<file path="src/hdl/spq_pkg.sv">
// Shared types and constants for the sorted priority queue.
`default_nettype none

package spq_pkg;

   localparam int DATA_WIDTH     = 32;
   localparam int PRIO_IN_WIDTH  = 8;
   localparam int OCC_WIDTH      = 5;

   localparam logic OP_ENQUEUE = 1'b0;
   localparam logic OP_DEQUEUE = 1'b1;

   typedef enum logic [1:0] {
      ST_OK    = 2'd0,
      ST_EMPTY = 2'd1,
      ST_FULL  = 2'd2
   } status_type;

   typedef struct packed {
      logic enq;
      logic deq;
   } cell_cmd_type;

endpackage

`default_nettype wire

</file>
<file path="src/hdl/spq_req_if.sv">
// Request channel carrying one queue operation word.
`default_nettype none

interface spq_req_if;
   logic                                   valid;
   logic                                   ready;
   logic                                   opcode;
   logic signed [spq_pkg::DATA_WIDTH-1:0]  item_data;
   logic [spq_pkg::PRIO_IN_WIDTH-1:0]      item_priority;

   modport source (output valid, output opcode, output item_data, output item_priority,
                   input ready);
   modport sink (input valid, input opcode, input item_data, input item_priority,
                 output ready);
endinterface

`default_nettype wire

</file>
<file path="src/hdl/spq_rsp_if.sv">
// Response channel carrying one result word per operation.
`default_nettype none

interface spq_rsp_if;
   logic                                   valid;
   logic                                   ready;
   logic signed [spq_pkg::DATA_WIDTH-1:0]  out_data;
   spq_pkg::status_type                    status;
   logic [spq_pkg::OCC_WIDTH-1:0]          occupancy;

   modport source (output valid, output out_data, output status, output occupancy,
                   input ready);
   modport sink (input valid, input out_data, input status, input occupancy,
                 output ready);
endinterface

`default_nettype wire

</file>
<file path="src/hdl/sorted_priority_queue_core.sv">
// Top level of the bounded priority queue built from a chain of sorted slots.
//
// Each request word is an enqueue (data and priority) or a dequeue of the head.
// Entries are kept in descending priority order; equal priorities leave in
// arrival order. Every request word produces exactly one response word with the
// removed data (zero unless a dequeue succeeds), a status and the occupancy.
// An enqueue into a full queue is dropped with status full; a dequeue from an
// empty queue returns status empty.
// The response word appears in the output register on the cycle after the request
// is accepted. Throughput is one word per cycle while the receiver keeps up, since
// every slot compares against the new priority in parallel and shifts by one
// place in the same cycle.
// The request side is ready whenever the output register is empty or is being
// read in the same cycle, so a stalled receiver holds the response word and
// stalls the request side after that one word.
// Synchronous reset empties the queue and the output register; slot contents
// are not cleared, as only occupied slots are ever read.
`default_nettype none

module sorted_priority_queue_core #(
   parameter int CAPACITY      = 16,
   parameter int PRIORITY_BITS = 8
) (
   input  wire     clock,
   input  wire     reset,
   spq_req_if.sink   req_if,
   spq_rsp_if.source rsp_if
);

   localparam int CountWidth = $clog2(CAPACITY + 1);

   logic [CountWidth-1:0] count_ff, count_in;
   logic                  rsp_valid_ff, rsp_valid_in;
   logic signed [spq_pkg::DATA_WIDTH-1:0] rsp_data_ff, rsp_data_in;
   spq_pkg::status_type   rsp_status_ff, rsp_status_in;
   logic [spq_pkg::OCC_WIDTH-1:0] rsp_occ_ff, rsp_occ_in;

   logic                  fire;
   logic                  is_full;
   logic                  is_empty;
   spq_pkg::cell_cmd_type cmd;
   logic [PRIORITY_BITS-1:0] new_prio;

   logic                                  cell_keep [CAPACITY];
   logic signed [spq_pkg::DATA_WIDTH-1:0] cell_data [CAPACITY];
   logic        [PRIORITY_BITS-1:0]       cell_prio [CAPACITY];

   assign req_if.ready = !rsp_valid_ff || rsp_if.ready;
   assign fire         = req_if.valid && req_if.ready;
   assign is_full      = (count_ff == CountWidth'(CAPACITY));
   assign is_empty     = (count_ff == '0);
   assign new_prio     = PRIORITY_BITS'(req_if.item_priority);

   assign cmd.enq = fire && (req_if.opcode == spq_pkg::OP_ENQUEUE) && !is_full;
   assign cmd.deq = fire && (req_if.opcode == spq_pkg::OP_DEQUEUE) && !is_empty;

   for (genvar i = 0; i < CAPACITY; i++) begin : g_cell
      logic                                  left_keep;
      logic signed [spq_pkg::DATA_WIDTH-1:0] left_data;
      logic        [PRIORITY_BITS-1:0]       left_prio;
      logic signed [spq_pkg::DATA_WIDTH-1:0] right_data;
      logic        [PRIORITY_BITS-1:0]       right_prio;

      if (i == 0) begin : g_head
         assign left_keep = 1'b1;
         assign left_data = req_if.item_data;
         assign left_prio = new_prio;
      end else begin : g_body
         assign left_keep = cell_keep[i-1];
         assign left_data = cell_data[i-1];
         assign left_prio = cell_prio[i-1];
      end

      if (i == CAPACITY - 1) begin : g_tail
         assign right_data = '0;
         assign right_prio = '0;
      end else begin : g_link
         assign right_data = cell_data[i+1];
         assign right_prio = cell_prio[i+1];
      end

      spq_cell #(
         .PRIORITY_BITS(PRIORITY_BITS)
      ) u_cell (
         .clock     (clock),
         .cmd       (cmd),
         .occupied  (CountWidth'(i) < count_ff),
         .left_keep (left_keep),
         .new_data  (req_if.item_data),
         .new_prio  (new_prio),
         .left_data (left_data),
         .left_prio (left_prio),
         .right_data(right_data),
         .right_prio(right_prio),
         .keep      (cell_keep[i]),
         .data      (cell_data[i]),
         .prio      (cell_prio[i])
      );
   end

   always_comb begin
      count_in      = count_ff;
      rsp_data_in   = '0;
      rsp_status_in = spq_pkg::ST_OK;
      priority if (cmd.enq) begin
         count_in = count_ff + CountWidth'(1);
      end else if (cmd.deq) begin
         count_in    = count_ff - CountWidth'(1);
         rsp_data_in = cell_data[0];
      end else if (req_if.opcode == spq_pkg::OP_ENQUEUE) begin
         rsp_status_in = spq_pkg::ST_FULL;
      end else begin
         rsp_status_in = spq_pkg::ST_EMPTY;
      end
      rsp_occ_in = spq_pkg::OCC_WIDTH'(count_in);
   end

   always_comb begin
      priority if (fire) begin
         rsp_valid_in = 1'b1;
      end else if (rsp_if.ready) begin
         rsp_valid_in = 1'b0;
      end else begin
         rsp_valid_in = rsp_valid_ff;
      end
   end

   always_ff @(posedge clock) begin
      if (reset) begin
         count_ff     <= '0;
         rsp_valid_ff <= 1'b0;
      end else begin
         rsp_valid_ff <= rsp_valid_in;
         if (fire) begin
            count_ff <= count_in;
         end
      end
   end

   always_ff @(posedge clock) begin
      if (fire) begin
         rsp_data_ff   <= rsp_data_in;
         rsp_status_ff <= rsp_status_in;
         rsp_occ_ff    <= rsp_occ_in;
      end
   end

   assign rsp_if.valid     = rsp_valid_ff;
   assign rsp_if.out_data  = rsp_data_ff;
   assign rsp_if.status    = rsp_status_ff;
   assign rsp_if.occupancy = rsp_occ_ff;

endmodule

`default_nettype wire

</file>
<file path="src/hdl/spq_cell.sv">
// One slot of the sorted queue, exchanging entries with its neighbors.
`default_nettype none

module spq_cell #(
   parameter int PRIORITY_BITS = 8
) (
   input  wire                                    clock,
   input  wire spq_pkg::cell_cmd_type             cmd,
   input  wire                                    occupied,
   input  wire                                    left_keep,
   input  wire signed [spq_pkg::DATA_WIDTH-1:0]   new_data,
   input  wire        [PRIORITY_BITS-1:0]         new_prio,
   input  wire signed [spq_pkg::DATA_WIDTH-1:0]   left_data,
   input  wire        [PRIORITY_BITS-1:0]         left_prio,
   input  wire signed [spq_pkg::DATA_WIDTH-1:0]   right_data,
   input  wire        [PRIORITY_BITS-1:0]         right_prio,
   output logic                                   keep,
   output logic signed [spq_pkg::DATA_WIDTH-1:0]  data,
   output logic        [PRIORITY_BITS-1:0]        prio
);

   logic signed [spq_pkg::DATA_WIDTH-1:0] data_ff, data_in;
   logic        [PRIORITY_BITS-1:0]       prio_ff, prio_in;

   // An occupied slot whose priority is at least the new one stays in place on insert.
   assign keep = occupied && (prio_ff >= new_prio);

   always_comb begin
      data_in = data_ff;
      prio_in = prio_ff;
      priority if (cmd.enq) begin
         if (!keep) begin
            if (left_keep) begin
               data_in = new_data;
               prio_in = new_prio;
            end else begin
               data_in = left_data;
               prio_in = left_prio;
            end
         end
      end else if (cmd.deq) begin
         data_in = right_data;
         prio_in = right_prio;
      end else begin
         data_in = data_ff;
         prio_in = prio_ff;
      end
   end

   always_ff @(posedge clock) begin
      data_ff <= data_in;
      prio_ff <= prio_in;
   end

   assign data = data_ff;
   assign prio = prio_ff;

endmodule

`default_nettype wire

</file>
<file path="src/flat_wrapper.sv">
// flat-port wrapper written by rule: the top's interface ports become plain ports
module sorted_priority_queue_core_flat 
#(
   parameter int CAPACITY      = 16,
   parameter int PRIORITY_BITS = 8
)
  (clock, reset, req_if_valid, req_if_opcode, req_if_item_data, req_if_item_priority, req_if_ready, rsp_if_valid, rsp_if_out_data, rsp_if_status, rsp_if_occupancy, rsp_if_ready);
  spq_req_if req_if_i ();
  spq_rsp_if rsp_if_i ();
  input  wire clock;
  input  wire reset;
  input wire logic [$bits(req_if_i.valid)-1:0] req_if_valid;
  input wire logic [$bits(req_if_i.opcode)-1:0] req_if_opcode;
  input wire logic [$bits(req_if_i.item_data)-1:0] req_if_item_data;
  input wire logic [$bits(req_if_i.item_priority)-1:0] req_if_item_priority;
  output wire logic [$bits(req_if_i.ready)-1:0] req_if_ready;
  output wire logic [$bits(rsp_if_i.valid)-1:0] rsp_if_valid;
  output wire logic [$bits(rsp_if_i.out_data)-1:0] rsp_if_out_data;
  output wire logic [$bits(rsp_if_i.status)-1:0] rsp_if_status;
  output wire logic [$bits(rsp_if_i.occupancy)-1:0] rsp_if_occupancy;
  input wire logic [$bits(rsp_if_i.ready)-1:0] rsp_if_ready;
  assign req_if_i.valid = req_if_valid;
  assign req_if_i.opcode = req_if_opcode;
  assign req_if_i.item_data = req_if_item_data;
  assign req_if_i.item_priority = req_if_item_priority;
  assign req_if_ready = req_if_i.ready;
  assign rsp_if_valid = rsp_if_i.valid;
  assign rsp_if_out_data = rsp_if_i.out_data;
  assign rsp_if_status = rsp_if_i.status;
  assign rsp_if_occupancy = rsp_if_i.occupancy;
  assign rsp_if_i.ready = rsp_if_ready;
  sorted_priority_queue_core #(.CAPACITY(CAPACITY), .PRIORITY_BITS(PRIORITY_BITS)) u_core (.clock(clock), .reset(reset), .req_if(req_if_i), .rsp_if(rsp_if_i));
endmodule
</file>
<file path="config.mk">
export PLATFORM = sky130hd
export DESIGN_NAME = sorted_priority_queue_core_flat
export DESIGN_NICKNAME = d
export VERILOG_FILES = /design/src/hdl/spq_pkg.sv /design/src/hdl/spq_req_if.sv /design/src/hdl/spq_rsp_if.sv /design/src/hdl/sorted_priority_queue_core.sv /design/src/hdl/spq_cell.sv /design/src/flat_wrapper.sv
export SDC_FILE = /design/constraint.sdc
export NUM_CORES = 2
export LEC_CHECK = 0
export BUFFER_PORTS_ARGS = -buffer_cell sky130_fd_sc_hd__buf_4
export CORE_ASPECT_RATIO = 0.75
export CORE_MARGIN = 5
export CORE_UTILIZATION = 44
export DETAILED_ROUTE_END_ITERATION = 10
export GPL_TIMING_DRIVEN = 0
export PLACE_DENSITY = 0.7
export SYNTH_ARGS = -nofsm -noshare
export SYNTH_HDL_FRONTEND = slang
export SYNTH_SLANG_ARGS = --single-unit
</file>
<file path="constraint.sdc">
create_clock -name clock -period 6.45 [get_ports clock]
set_input_delay 0.645 -clock clock [delete_from_list [all_inputs] [get_ports clock]]
set_output_delay 0.645 -clock clock [all_outputs]
set_load 0.01 [all_outputs]
</file>
# After elaboration in Yosys (flattened, before gate mapping)
# Index checks and enable logic that the tools add are counted.
[word_totals] register_bits=685 ram_bits=0 latch_bits=0 mem_count=0 romBits=0 out_inout_bits=41 wordCells=267 inputBits=45
[classes] bitwise=2 addsub=2 n_mul=0 div=0 n_shift=0 n_lt_le_gt_ge=32 n_eq_ne=17 n_mux=131 reduce_logical=46
[op_table] operator="two-way mux 32 bit" count=63
[op_table] operator="two-way mux 8 bit" count=63
[op_table] operator=">= comparator 8 bit" count=16
[op_table] operator="less-than comparator 4 x 5 -> 1 bit (first input constant)" count=8
[op_table] operator="inequality test 2 bit (second input constant)" count=16
[op_table] operator="AND reduction 2 bit" count=16
[op_table] operator="logical AND 1 bit" count=21
[op_table] operator="less-than comparator 3 x 5 -> 1 bit (first input constant)" count=4
[op_table] operator="less-than comparator 1 x 5 -> 1 bit (first input constant)" count=2
[op_table] operator="less-than comparator 2 x 5 -> 1 bit (first input constant)" count=2
[op_table] operator="two-way mux 5 bit" count=2
[op_table] operator="adder 5 x 1 -> 5 bit (second input constant)" count=1
[op_table] operator="equality test 5 bit (second input constant)" count=1
[op_table] operator="zero test 5 bit" count=1
[op_table] operator="subtractor 5 x 1 -> 5 bit (second input constant)" count=1
[op_table] operator="nonzero test 2 bit" count=2
[op_table] operator="OR reduction 2 bit" count=2
[op_table] operator="zero test 1 bit" count=3
[op_table] operator="two-way mux 1 bit" count=2
[op_table] operator="two-way mux 2 bit" count=1
[op_table] operator="NOT 1 bit" count=2
[op_table] operator="logical OR 1 bit" count=1

# Logic depth before layout (Yosys ltp)
[logic_depth] depth_word=7 mapped_depth=11 depth_no_buf=7

# Modules after synthesis
# A second synthesis with hierarchy kept.
[unflattened] hier_cells=3405 area_unflattened_um2=37951.4
[modules_own_cells] mod="spq_cell" cells_per_inst=203 seq_area_each_um2=1201.2 instances=16 area_each_um2=2245.9
[modules_own_cells] mod="sorted_priority_queue_core" cells_per_inst=157 seq_area_each_um2=1291.2 instances=1 area_each_um2=2016.9

# Least setup slack after synthesis
# No wires, ideal clock.
[synth_timing] kind="input port to flip-flop" startpoint="input req_if_item_priority[7]" endpoint="register u_core.g_cell[0].u_cell.data_ff, in the netlist u_core.g_cell[0].u_cell.data[0], enable pin" stages=9 required_ps=5957 t_arrival_ps=5176 slack_ps=781 setup_time_ps=493 path_buffers=2 path_cell_list="inv_1 -> ha_1 -> and2_1 -> a221oi_1 -> o21ai_1 -> and2_1 -> clkbuf_1 -> clkbuf_1 -> o21ai_0"
[synth_between] elab_chain_len=4
[synth_lines] element="from (decl)" line_no="flat_wrapper.sv:15" rtl="input wire logic [$bits(req_if_i.item_priority)-1:0] req_if_item_priority;"
[synth_lines] element=">= comparator 8 bit" line_no="spq_cell.sv:26" rtl="assign keep = occupied && (prio_ff >= new_prio);"
[synth_lines] element="logical AND 1 bit" line_no="spq_cell.sv:26"
[synth_lines] element="inequality test 2 bit (no source line)"
[synth_lines] element="AND reduction 2 bit (no source line)"
[synth_lines] element="to (signal assigned)" line_no="spq_cell.sv:51" rtl="data_ff <= data_in;"
[synth_lines] element="to (decl)" line_no="spq_cell.sv:22" rtl="logic signed [spq_pkg::DATA_WIDTH-1:0] data_ff, data_in;"
# No other way between the ends.
# A chain may end at the register's enable or synchronous reset.

# Final worst setup path
[layout_timing] startpoint="register u_core.count_ff[1]" endpoint="register u_core.g_cell[3].u_cell.data_ff, in the netlist u_core.g_cell[3].u_cell.data[26], enable pin"
[layout_between] elab_chain_len=5 word_cells_on_any_way=11 classes_between="order compare (1); eq/ne (2); reduce/logical (8)"
[layout_lines] element="from (decl)" line_no="sorted_priority_queue_core.sv:32" rtl="logic [CountWidth-1:0] count_ff, count_in;"
[layout_lines] element="from (signal assigned)" line_no="sorted_priority_queue_core.sv:135" rtl="count_ff <= count_in;"
[layout_lines] element="branches (longest 4 deep; another with less-than comparator 2 x 5 -> 1 bit)"
[layout_lines] element="AND reduction 2 bit (no source line) (*)"
[layout_lines] element="to (signal assigned)" line_no="spq_cell.sv:51"
[layout_lines] element="to (decl)" line_no="spq_cell.sv:22"
# Mark *: on every way between the ends.

==> results.json <==
{
  "status": "complete, but fails checks",
  "violations": "max-capacitance violations, max-slew violations",
  "drive_above_1_share": 0.1002,
  "overflow": 0,
  "synth_area_per_cell_um2": 10.95,
  "seq_area_mm2": 0.02051,
  "ys_types": 51,
  "hpwl_mm": 98.33,
  "synth_nets": 3579,
  "hold_buffers": 0,
  "totalPowerFinal_w": 0.01378,
  "n_antenna_cell": 0,
  "detail-route-antenna-nets": 0,
  "clk_pin_slew_ns": 0.06,
  "layout_commonest_cell": "nand2_1",
  "clockBufferDepth": 3,
  "rows": 92,
  "coreArea_mm2": 0.08403,
  "synth.cell_area_mm2": 0.03726,
  "cts_tree": "yes",
  "netlist.area_leader.share": 0.5473,
  "relSlewSlack": -0.02286,
  "numCtsBuffers": 70,
  "grt_pass1_wl_mm": 177.1,
  "cts.sinks": 685,
  "route.vias.total": 30090,
  "gp_congestion": 0.9490,
  "hold_class": "input port to register",
  "track_usage": 0.2609,
  "crit_start": "u_core.count_ff[1]$_SDFFE_PP0P_",
  "crit_arrival_ns": 4.73,
  "nets": 3753,
  "syn2layout_area_growth_pct": 12.82,
  "dieWidth_um": 346,
  "cp-end-kind": "register",
  "synth_area_leaders": "edfxtp_1, a221o_1, nand2_1",
  "firstDrtPassIters": 7,
  "slew_violations": 11,
  "pin_count": 86,
  "period_minus_slack_ns": 4.347,
  "fin_skew_ns": 0.02788,
  "routed_via_density": 6.322,
  "synth_compound_area_frac": 0.2395,
  "synth_xor_area_frac": 0.0009404,
  "min_from": "reset",
  "grt_max_degree": 39,
  "timing.rr.start": "u_core.count_ff[1]$_SDFFE_PP0P_",
  "yosys.area_share.adder": 0.04433,
  "synth_area_leader_cell": "edfxtp_1",
  "fp.dieArea_mm2": 0.09065,
  "fillers": 7502,
  "ys_seq_elements": 685,
  "multi_input_area_mm2": 0.01516,
  "ys_async_sr_fraction": 0,
  "cts_setup_buffers": 0,
  "tns_ns": 0,
  "maxCapViolCount": 1,
  "start_util": 0.4434,
  "crit_path_start_kind": "register",
  "powerDensity_mw_per_mm2": 327.8,
  "finalHoldViolCount": 0,
  "yosysWarnings": 0,
  "synth-simple-area-share": 0.1066,
  "wl_per_cell_um": 25.66,
  "final_cell_mix": "nand2_1, edfxtp_1, a21oi_1",
  "die_h_um": 262,
  "crit_type": "register to register",
  "first_global_vias": 27560,
  "rsz0062_at_grt": "no",
  "htree_levels": 3,
  "muxShareOfSynthArea": 0.01135,
  "clkLatencyLatePin_ns": 0.65,
  "required_ns": 6.83,
  "peakVddDrop_mv": 0.2008,
  "grt_antenna_before_repair": 2,
  "leakagePower_nw": 15.61,
  "synth_top_family_by_area": "compound AO/OA/AOI/OAI gates",
  "drc_errors": 0,
  "worstMarginPinSlew_ns": 1.534,
  "cp_max_fo": 34,
  "synth_seq_area_share": 0.5505,
  "setup_viol": 0,
  "final_core_util": 0.5002,
  "post_cts_resized": 0,
  "syn_inst": 3402,
  "synth_top_flop_cell": "edfxtp_1",
  "post-route-period-util": 0.6740,
  "drtIter0Drc": 5004,
  "wl_mm": 122.1,
  "clock.fmax_mhz": 230.0,
  "synth_enable_flop_cells": 679,
  "port_buffers": 85,
  "cts-root-buf": "clkbuf_16"
}
[power by group]
group,switching [W],internal [W]
clock network,0.00183,0.00226
registers,0.000483,0.00594
logic,0.00211,0.00115
[state kept, by name, summed over array words and instances, names as in the netlist]
signal                     count
u_core.g_cell.u_cell.prio    128
u_core.rsp_if.occupancy        5
u_core.rsp_if.out_data        32
u_core.rsp_if.valid            1
u_core.g_cell.u_cell.data    512
u_core.rsp_if.status           2
u_core.count_ff                5
[area by class of cell]
| type | instances | area share |
|---|---|---|
| plain buffers | 379 | 0.03900 |
| multi-input cells | 2310 | 0.3608 |
| clock inverters | 43 | 0.009943 |
| repair buffers | 102 | 0.02328 |
| clock buffers | 84 | 0.04293 |
| well taps | 1128 | 0.03358 |
| inverters | 28 | 0.002501 |
| flip-flops and latches | 685 | 0.4880 |
[worst max-delay path, cell delays in order (launching register included)]
cell and delay [ns]:
dfxtp_1 0.31, buf_2 0.16, inv_1 0.19, ha_1 0.27
nand4bb_1 0.19, nand4b_1 0.14, buf_2 0.35, clkbuf_1 1.15
clkbuf_1 0.79, o21ai_4 0.23, buf_12 0.24
[worst paths after layout]
kind	end	slack, ns	cells past startpoint
worst min-delay path	u_core.count_ff[0]$_SDFFE_PP0P_	0.22	2
worst min register to register	u_core.rsp_if.out_data[1]$_SDFFCE_PP0P_	0.55	1
worst max-delay path	u_core.g_cell[3].u_cell.data[26]$_DFFE_PP_	2.10	10
worst max register to register	u_core.g_cell[3].u_cell.data[26]$_DFFE_PP_	2.10	10
[kinds of logic after synthesis]
kind of cell    Yosys count
compound gates         1196
simple gates            936
flops                   685
buf+inv                 407
fa+ha+maj               132
mux                      42
xor+xnor                  4
[through the flow]
| stage | hold WS (ns) | worst slack, ns | cell area [µm²] | cells |
|---|---|---|---|---|
| 6_report | 0.2190 | 2.103 | 42030 | 4759 |
| 5_1_grt | 0.2210 | 2.200 | 42030 | 4759 |
| 4_1_cts | 0.1901 | 2.348 | 42030 | 4759 |
| 3_5_place_dp | 0.5306 | 2.025 | 39810 | 4632 |
| 3_3_place_gp | 0.5254 | -1.577 | 39310 | 4615 |
| 2_1_floorplan | 0.5171 | 0.7810 | 37260 | 3402 |
[Yosys cell counts, drive strengths merged (2+ instances only)]
cell type,n
a211o,13
a21o,20
a21oi,516
a221o,507
a221oi,14
a31oi,13
and2,92
buf,135
clkbuf,244
dfxtp,6
edfxtp,679
ha,132
inv,28
mux2,2
mux2i,40
nand2,729
nand2b,19
nand3,55
nand4,3
nand4bb,2
nor2,20
nor2b,7
o2111ai,14
o211ai,39
o21ai,35
o21bai,3
o22ai,2
o311ai,13
or3,3
xnor2,2
xor2,2
[layer usage]
metal	GRT usage	vias to the layer above	share of wire
met4	0.06318	6	0.023
met1	0.4027	14110	0.44
met2	0.3375	2163	0.37
met5	0.01099	-	0.0013
li1	-	13650	-
met3	0.1023	165	0.16
No activity file was read; power rests on OpenSTA's default activity.
